`src/hw/rtl/damped_feedback_comb_filter_defines.svh`:
```
// Assertion macros used by the comb filter top module.
`ifndef DAMPED_FEEDBACK_COMB_FILTER_DEFINES_SVH
`define DAMPED_FEEDBACK_COMB_FILTER_DEFINES_SVH
`ifndef ASSERT_OFF
`define DFCF_ASSERT(label, clk, rst_n, prop) \
	label: assert property (@(posedge clk) disable iff (!rst_n) prop) \
		else $error("dfcf assertion failed");
`define DFCF_NEVER(label, clk, rst_n, expr) \
	label: assert property (@(posedge clk) disable iff (!rst_n) !(expr)) \
		else $error("dfcf forbidden condition");
`else
`define DFCF_ASSERT(label, clk, rst_n, prop)
`define DFCF_NEVER(label, clk, rst_n, expr)
`endif
`endif

```
`src/hw/rtl/dfcf_pkg.sv`:
```
`default_nettype none
package dfcf_pkg;

	localparam int CFG_IDX_W  = 3;
	localparam int CFG_DATA_W = 28;

	localparam logic [CFG_IDX_W-1:0] REG_DELAY_TARGET  = 3'd0;
	localparam logic [CFG_IDX_W-1:0] REG_SLEW_COEF     = 3'd1;
	localparam logic [CFG_IDX_W-1:0] REG_FEEDBACK_GAIN = 3'd2;
	localparam logic [CFG_IDX_W-1:0] REG_DAMPING_COEF  = 3'd3;
	localparam logic [CFG_IDX_W-1:0] REG_PHASE_COMP    = 3'd4;
	localparam logic [CFG_IDX_W-1:0] REG_WET_MIX       = 3'd5;
	localparam logic [CFG_IDX_W-1:0] REG_OUTPUT_GAIN   = 3'd6;
	localparam logic [CFG_IDX_W-1:0] REG_MIN_DELAY     = 3'd7;

	localparam logic [23:0] ONE_Q23 = 24'h800000;

	typedef struct packed {
		logic [27:0] delay_target;
		logic [23:0] slew_coef;
		logic [23:0] feedback_gain;
		logic [23:0] damping_coef;
		logic [27:0] phase_comp;
		logic [23:0] wet_mix;
		logic [23:0] output_gain;
		logic [27:0] min_delay;
	} cfg_t;

	typedef enum logic [4:0] {
		ST_CLEAR,
		ST_IDLE,
		ST_SLEW,
		ST_DELAY,
		ST_RD0,
		ST_RD1,
		ST_RD2,
		ST_RD3,
		ST_H1,
		ST_H2,
		ST_H3,
		ST_H4,
		ST_H5,
		ST_H6,
		ST_D1,
		ST_D2,
		ST_F1,
		ST_F2,
		ST_M1,
		ST_M2,
		ST_M3,
		ST_M4,
		ST_FIN,
		ST_PASS
	} st_t;

endpackage
`default_nettype wire

```
`src/hw/rtl/dfcf_cfg_if.sv`:
```
`default_nettype none
interface dfcf_cfg_if;
	import dfcf_pkg::*;

	logic                  valid;
	logic                  ready;
	logic [CFG_IDX_W-1:0]  index;
	logic [CFG_DATA_W-1:0] data;

	modport source(output valid, output index, output data, input ready);
	modport sink(input valid, input index, input data, output ready);
endinterface
`default_nettype wire

```
`src/hw/rtl/dfcf_cfg_regs.sv`:
```
`default_nettype none
module dfcf_cfg_regs (
	input  logic           clk,
	input  logic           arst_n,
	dfcf_cfg_if.sink       cfg,
	output dfcf_pkg::cfg_t regs
);
	import dfcf_pkg::*;

	cfg_t regs_q;

	assign cfg.ready = 1'b1;
	assign regs      = regs_q;

	always_ff @(posedge clk or negedge arst_n) begin
		if (!arst_n) begin
			regs_q.delay_target  <= 28'd31457280;
			regs_q.slew_coef     <= ONE_Q23;
			regs_q.feedback_gain <= 24'd0;
			regs_q.damping_coef  <= ONE_Q23;
			regs_q.phase_comp    <= 28'd0;
			regs_q.wet_mix       <= ONE_Q23;
			regs_q.output_gain   <= 24'd1048576;
			regs_q.min_delay     <= 28'd196608;
		end else if (cfg.valid) begin
			unique case (cfg.index)
				REG_DELAY_TARGET:  regs_q.delay_target  <= cfg.data;
				REG_SLEW_COEF:     regs_q.slew_coef     <= cfg.data[23:0];
				REG_FEEDBACK_GAIN: regs_q.feedback_gain <= cfg.data[23:0];
				REG_DAMPING_COEF:  regs_q.damping_coef  <= cfg.data[23:0];
				REG_PHASE_COMP:    regs_q.phase_comp    <= cfg.data;
				REG_WET_MIX:       regs_q.wet_mix       <= cfg.data[23:0];
				REG_OUTPUT_GAIN:   regs_q.output_gain   <= cfg.data[23:0];
				REG_MIN_DELAY:     regs_q.min_delay     <= cfg.data;
				default:           regs_q <= regs_q;
			endcase
		end
	end
endmodule
`default_nettype wire
```
`src/flat_wrapper.sv`:
```
// flat-port wrapper written by rule: the top's interface ports become plain ports
module dfcf_cfg_regs_flat import dfcf_pkg::*;
  (clk, arst_n, regs, cfg_valid, cfg_index, cfg_data, cfg_ready);
  dfcf_cfg_if cfg_i ();
  input  logic clk;
  input  logic arst_n;
  output dfcf_pkg::cfg_t regs;
  input wire logic [$bits(cfg_i.valid)-1:0] cfg_valid;
  input wire logic [$bits(cfg_i.index)-1:0] cfg_index;
  input wire logic [$bits(cfg_i.data)-1:0] cfg_data;
  output wire logic [$bits(cfg_i.ready)-1:0] cfg_ready;
  assign cfg_i.valid = cfg_valid;
  assign cfg_i.index = cfg_index;
  assign cfg_i.data = cfg_data;
  assign cfg_ready = cfg_i.ready;
  dfcf_cfg_regs u_core (.clk(clk), .arst_n(arst_n), .cfg(cfg_i), .regs(regs));
endmodule
```
`config.mk`:
```
export PLATFORM = sky130hd
export DESIGN_NAME = dfcf_cfg_regs_flat
export DESIGN_NICKNAME = d
export VERILOG_FILES = /design/src/hw/rtl/damped_feedback_comb_filter_defines.svh /design/src/hw/rtl/dfcf_pkg.sv /design/src/hw/rtl/dfcf_cfg_if.sv /design/src/hw/rtl/dfcf_cfg_regs.sv /design/src/flat_wrapper.sv
export SDC_FILE = /design/constraint.sdc
export NUM_CORES = 1
export LEC_CHECK = 0
export BUFFER_PORTS_ARGS = -buffer_cell sky130_fd_sc_hd__buf_2
export CAP_MARGIN = 20
export CORE_UTILIZATION = 45
export DETAILED_ROUTE_END_ITERATION = 16
export PLACE_DENSITY = 0.74
export SYNTH_ARGS = -nofsm -noshare
export SYNTH_HDL_FRONTEND = slang
export SYNTH_SLANG_ARGS = --single-unit
```
`constraint.sdc`:
```
create_clock -name clk -period 0.8 [get_ports clk]
set_input_delay 0.12 -clock clk [delete_from_list [all_inputs] [get_ports clk]]
set_output_delay 0.12 -clock clk [all_outputs]
set_load 0.01 [all_outputs]
```
======== Yosys cells after proc, flatten, opt, wreduce, memory -nomap -nowiden ========
Cells that the tools add are included.
storage, ports and cells
  bits in registers ....................... 204
operators by class
  equal/unequal tests ..................... 7
  reduce and logical (&&, ||, !) cells .... 9
operators with widths
  operator            count
  $reduce_and 2->1    8
  $eq 3x3->1 const B  4
  $eq 3x2->1 const B  2
  $eq 3x1->1 const B  1
  $logic_not 3->1     1

======== Depth between registers and ports, before layout ========
  depth in word-level cells ............... 2
  depth in mapped cells ................... 5
  mapped depth without buffers ............ 2

======== Worst setup path before layout ========
No wires, ideal clock.
  kind .................................... input port to flip-flop
  start point ............................. input cfg_index[1]
  end point ............................... register u_core.regs_q, in the netlist u_core.regs[183]
  data arrival time ....................... 1133 ps
  data required time ...................... 673 ps
  setup slack ............................. -460 ps
  cell stages on the path ................. 5
  path through ............................ buf_6 > nor4b_4 > buf_6 > buf_6 > mux2_1
on the way
  word-level cells in the longest chain between the ends .. 2
RTL lines
  element                     line                 RTL
  start, declared             flat_wrapper.sv:9    input wire logic [$bits(cfg_i.index)-1:0] cfg_index;
  $logic_not 3->1             dfcf_cfg_regs.sv:26  unique case (cfg.index)
  $reduce_and 2->1 (no line)  n/a
  end signal, assigned        dfcf_cfg_regs.sv:35  default: regs_q <= regs_q;
  end, declared               dfcf_cfg_regs.sv:10  cfg_t regs_q;
Every way passes these cells.
A chain may end at the register's enable or synchronous reset.

======== Final worst setup path ========
  start point ............................. register u_core.regs_q, in the netlist u_core.regs[17]
  end point ............................... output regs[17] (netlist name)
RTL lines
  element        line               RTL
  end, declared  flat_wrapper.sv:7  output dfcf_pkg::cfg_t regs;
No word-level cell between the ends.

==> impl_results.rst <==
.. list-table::
   :header-rows: 1

   * - Metric
     - Value
   * - Initial antenna violation count
     - 0
   * - Maximum net fanout on the critical path
     - 2
   * - Synth Warn #
     - 0
   * - Die height
     - 136 um
   * - Mapped Nets
     - 476
   * - First-pass GRT wire length
     - 32700 um
   * - Starting DRT DRC Count
     - 168
   * - Final number of setup-violating endpoints
     - 295
   * - Leading cell types by total area after synthesis
     - sky130_fd_sc_hd__dfrtp_1, sky130_fd_sc_hd__mux2_2, sky130_fd_sc_hd__mux2_4
   * - Number of CTS-inserted buffers
     - 22
   * - Share of synthesized area occupied by flip-flops and latches
     - 0.637
   * - Reg2Reg Capture Point
     - u_core.regs[196]
   * - Vias
     - between 5000 and 6000
   * - Register-to-Register Setup Slack
     - -0.24 ns
   * - Number of buffer and inverter instances along the worst setup path
     - 1
   * - Max capacitance violation total
     - 0
   * - Buffer depth of the longest clock path
     - 3
   * - Endpoint class of the critical path
     - primary output
   * - Avg WL per Cell
     - around 22 um
   * - Register bit count reported by yosys
     - 204
   * - Result of the run
     - finished with violations
   * - Core outline area
     - 17400 um^2
   * - Non-filler cells, final
     - 1068
   * - Hold Path Depth
     - 2
   * - FF+latch area
     - 5120 um^2
   * - Maximum resistive drop on vdd
     - 0.00222 V
   * - Total power density per cell area
     - 2800 nW/um^2
   * - Sum of overflow across all layers after global routing
     - 0
   * - Placer's final routability congestion estimate
     - approximately 0.77
   * - Cell at the slowest stage of the critical path
     - sky130_fd_sc_hd__dfstp_2
   * - Hold_sp
     - cfg_data[4]
   * - Fraction of layout instances using a drive strength above 1
     - 0.730
   * - I/O pin total
     - 239
   * - Setup repair after global routing missed its margin
     - true
   * - Pleak
     - 6.08 nW
   * - Number of hold violations in the final report
     - 0
   * - Post-synthesis average cell area
     - 18.2 um^2
   * - Worst Hold End
     - u_core.regs[56]
   * - Period utilization
     - 1.62
   * - Min Clock Period, post-route
     - roughly 1.3 ns
   * - Fillers
     - approximately 1100
   * - Max incr delay on CP
     - about 0.56 ns
   * - Post-synth cell types
     - 14
   * - Number of nets with antenna violations after detailed routing
     - 0
   * - Number of nets in the layout
     - 863
   * - Startpoint type of the worst setup path
     - flop
   * - Area added between synthesis and finish
     - 53.1%
   * - Most common library cell in the layout ignoring fill and taps
     - sky130_fd_sc_hd__dfrtp_1
   * - Via count of the first global-routing pass
     - 5705
   * - Clk Latency, worst-skew pair
     - 0.49 ns
   * - Cell accounting for the most synthesized area
     - sky130_fd_sc_hd__dfrtp_1
   * - Depth of the CTS H-tree
     - 1
   * - Post-Place Cells
     - 910
   * - Die Outline Area
     - ~18000 um^2
   * - Post-synthesis instance area
     - 8040 um^2
   * - Final routed wirelength across all metal layers
     - 23000 um
   * - Detail-routed via count per cell
     - between 5 and 6
   * - Timing-limited maximum frequency
     - 774 MHz
   * - Inserted Diodes
     - 0
   * - Hold/Removal Path Class
     - in -> reg
   * - Total routing resource utilization after global routing
     - 0.236
   * - Multi-input combinational cell area
     - between 2000 and 3000 um^2
   * - Cells after Synth
     - 442
   * - Reg-to-reg critical path startpoint
     - u_core.regs[196]
   * - Total clock sinks
     - 204
   * - Worst path top cell family by delay
     - flip-flops
   * - Port buffer count
     - 237
   * - Clock root cell
     - sky130_fd_sc_hd__clkbuf_16
   * - Worst-path clk slew
     - roughly 0.06 ns
   * - Detailed-placement wirelength estimate
     - about 14000 um
   * - Die Span X
     - 136 um
   * - Data required time of the worst path
     - 0.68 ns
   * - Critical-path cell list
     - buf_6
   * - Setup Total Neg Slack
     - -80.01 ns
   * - Classification of the worst setup path
     - reg -> out
   * - Largest net degree at the start of global routing
     - 49
   * - Worst Path Arrival
     - 1.17 ns
   * - Number of optimization iterations in the first detailed-route pass
     - 4
   * - Flip-flop count of the largest register after layout
     - 204
   * - Pins Over Slew Limit
     - 0
   * - Failing checks
     - negative setup slack
   * - Commonest cells after routing, fill and taps aside
     - sky130_fd_sc_hd__dfrtp_1, sky130_fd_sc_hd__buf_2, sky130_fd_sc_hd__buf_6
   * - Final setup slack of the worst path
     - -0.492 ns
   * - Area fraction of the dominant cell type after synthesis
     - 0.604
   * - Post-detailed-route DRC marker count
     - 0
   * - TritonCTS clock tree
     - built
   * - Number of rows in the core area
     - 48
   * - Initial Utilization
     - 0.463
   * - Largest clock skew in the final design
     - 0 ns
   * - Depth of the worst register-to-register path
     - 3
[power breakdown]
part           leakage [nW]  internal, mW  switching (mW)
combinational          3.32          6.72            3.99
clock                 0.321          5.42            4.04
sequential             2.43          12.7            1.61
total                  6.08          24.8            9.64
[through the flow]
| stage | total power [mW] | area [um^2] | util | hold slack (ns) | setup slack (ns) |
|---|---|---|---|---|---|
| floorplan | 17.9 | 8250 | - | -0.176 | -0.456 |
| global placement | 21.1 | 9810 | 0.565 | 0.0135 | -0.579 |
| detailed placement | 21.4 | 9810 | 0.565 | 0.0141 | -0.620 |
| CTS | 32.9 | 11700 | 0.674 | 0.000539 | -0.479 |
| global route | 35.9 | 12300 | 0.709 | 0.0207 | -0.516 |
| finish | 34.5 | 12300 | 0.709 | 0.0253 | -0.492 |
[how the worst max path moves through the flow]
stage                    start                to  slack [ns]  cells after the start
3_3_place_gp      cfg_index[2]  u_core.regs[190]       -0.58                      4
3_5_place_dp      cfg_index[2]  u_core.regs[188]       -0.62                      4
4_1_cts        u_core.regs[48]          regs[48]       -0.48                      1
5_1_grt        u_core.regs[17]          regs[17]       -0.52                      1
6_report       u_core.regs[17]          regs[17]       -0.49                      1
2_1_floorplan     cfg_index[2]  u_core.regs[183]       -0.46                      5
[Yosys cell counts]
master,n
sky130_fd_sc_hd__and4bb_1,3
sky130_fd_sc_hd__conb_1,1
sky130_fd_sc_hd__nand4b_4,3
sky130_fd_sc_hd__buf_12,2
sky130_fd_sc_hd__mux2_2,124
sky130_fd_sc_hd__buf_4,2
sky130_fd_sc_hd__mux2_1,20
sky130_fd_sc_hd__dfrtp_1,194
sky130_fd_sc_hd__nor4b_4,1
sky130_fd_sc_hd__buf_2,8
sky130_fd_sc_hd__buf_6,13
sky130_fd_sc_hd__mux2_4,60
sky130_fd_sc_hd__dfstp_2,10
sky130_fd_sc_hd__nand4_4,1
[metal layers]
layer | global-route usage | part of all wire
met1 | 0.304 | 0.42
met2 | 0.391 | 0.49
met3 | 0.0629 | 0.076
met4 | 0.0655 | 0.015
met5 | 0 | 0
[layout make-up]
cell class	count	area share
Sequential cell	204	0.416
Timing Repair Buffer	388	0.272
Multi-Input combinational cell	213	0.235
Clock buffer	30	0.0472
Tap cell	225	0.0229
Clock inverter	8	0.00640
[cells by family (layout without fill, tap and decap cells)]
kind of cell	Yosys count	after routing	share of synthesized area
buf+inv	25	426	0.0300
flops	204	204	0.637
mux	204	204	0.314
other cells	1	1	0.000466
simple gates	8	8	0.0191
[what timing repair did]
action	CTS	global route
resized for setup	80	104
hold buffers	24	1
setup buffers	70	45
pin swaps	1	1
setup endpoints to repair	232	296
gates cloned	3	1
hold endpoints to repair	332	2
Note: power is estimated with default switching activity, not from simulation.
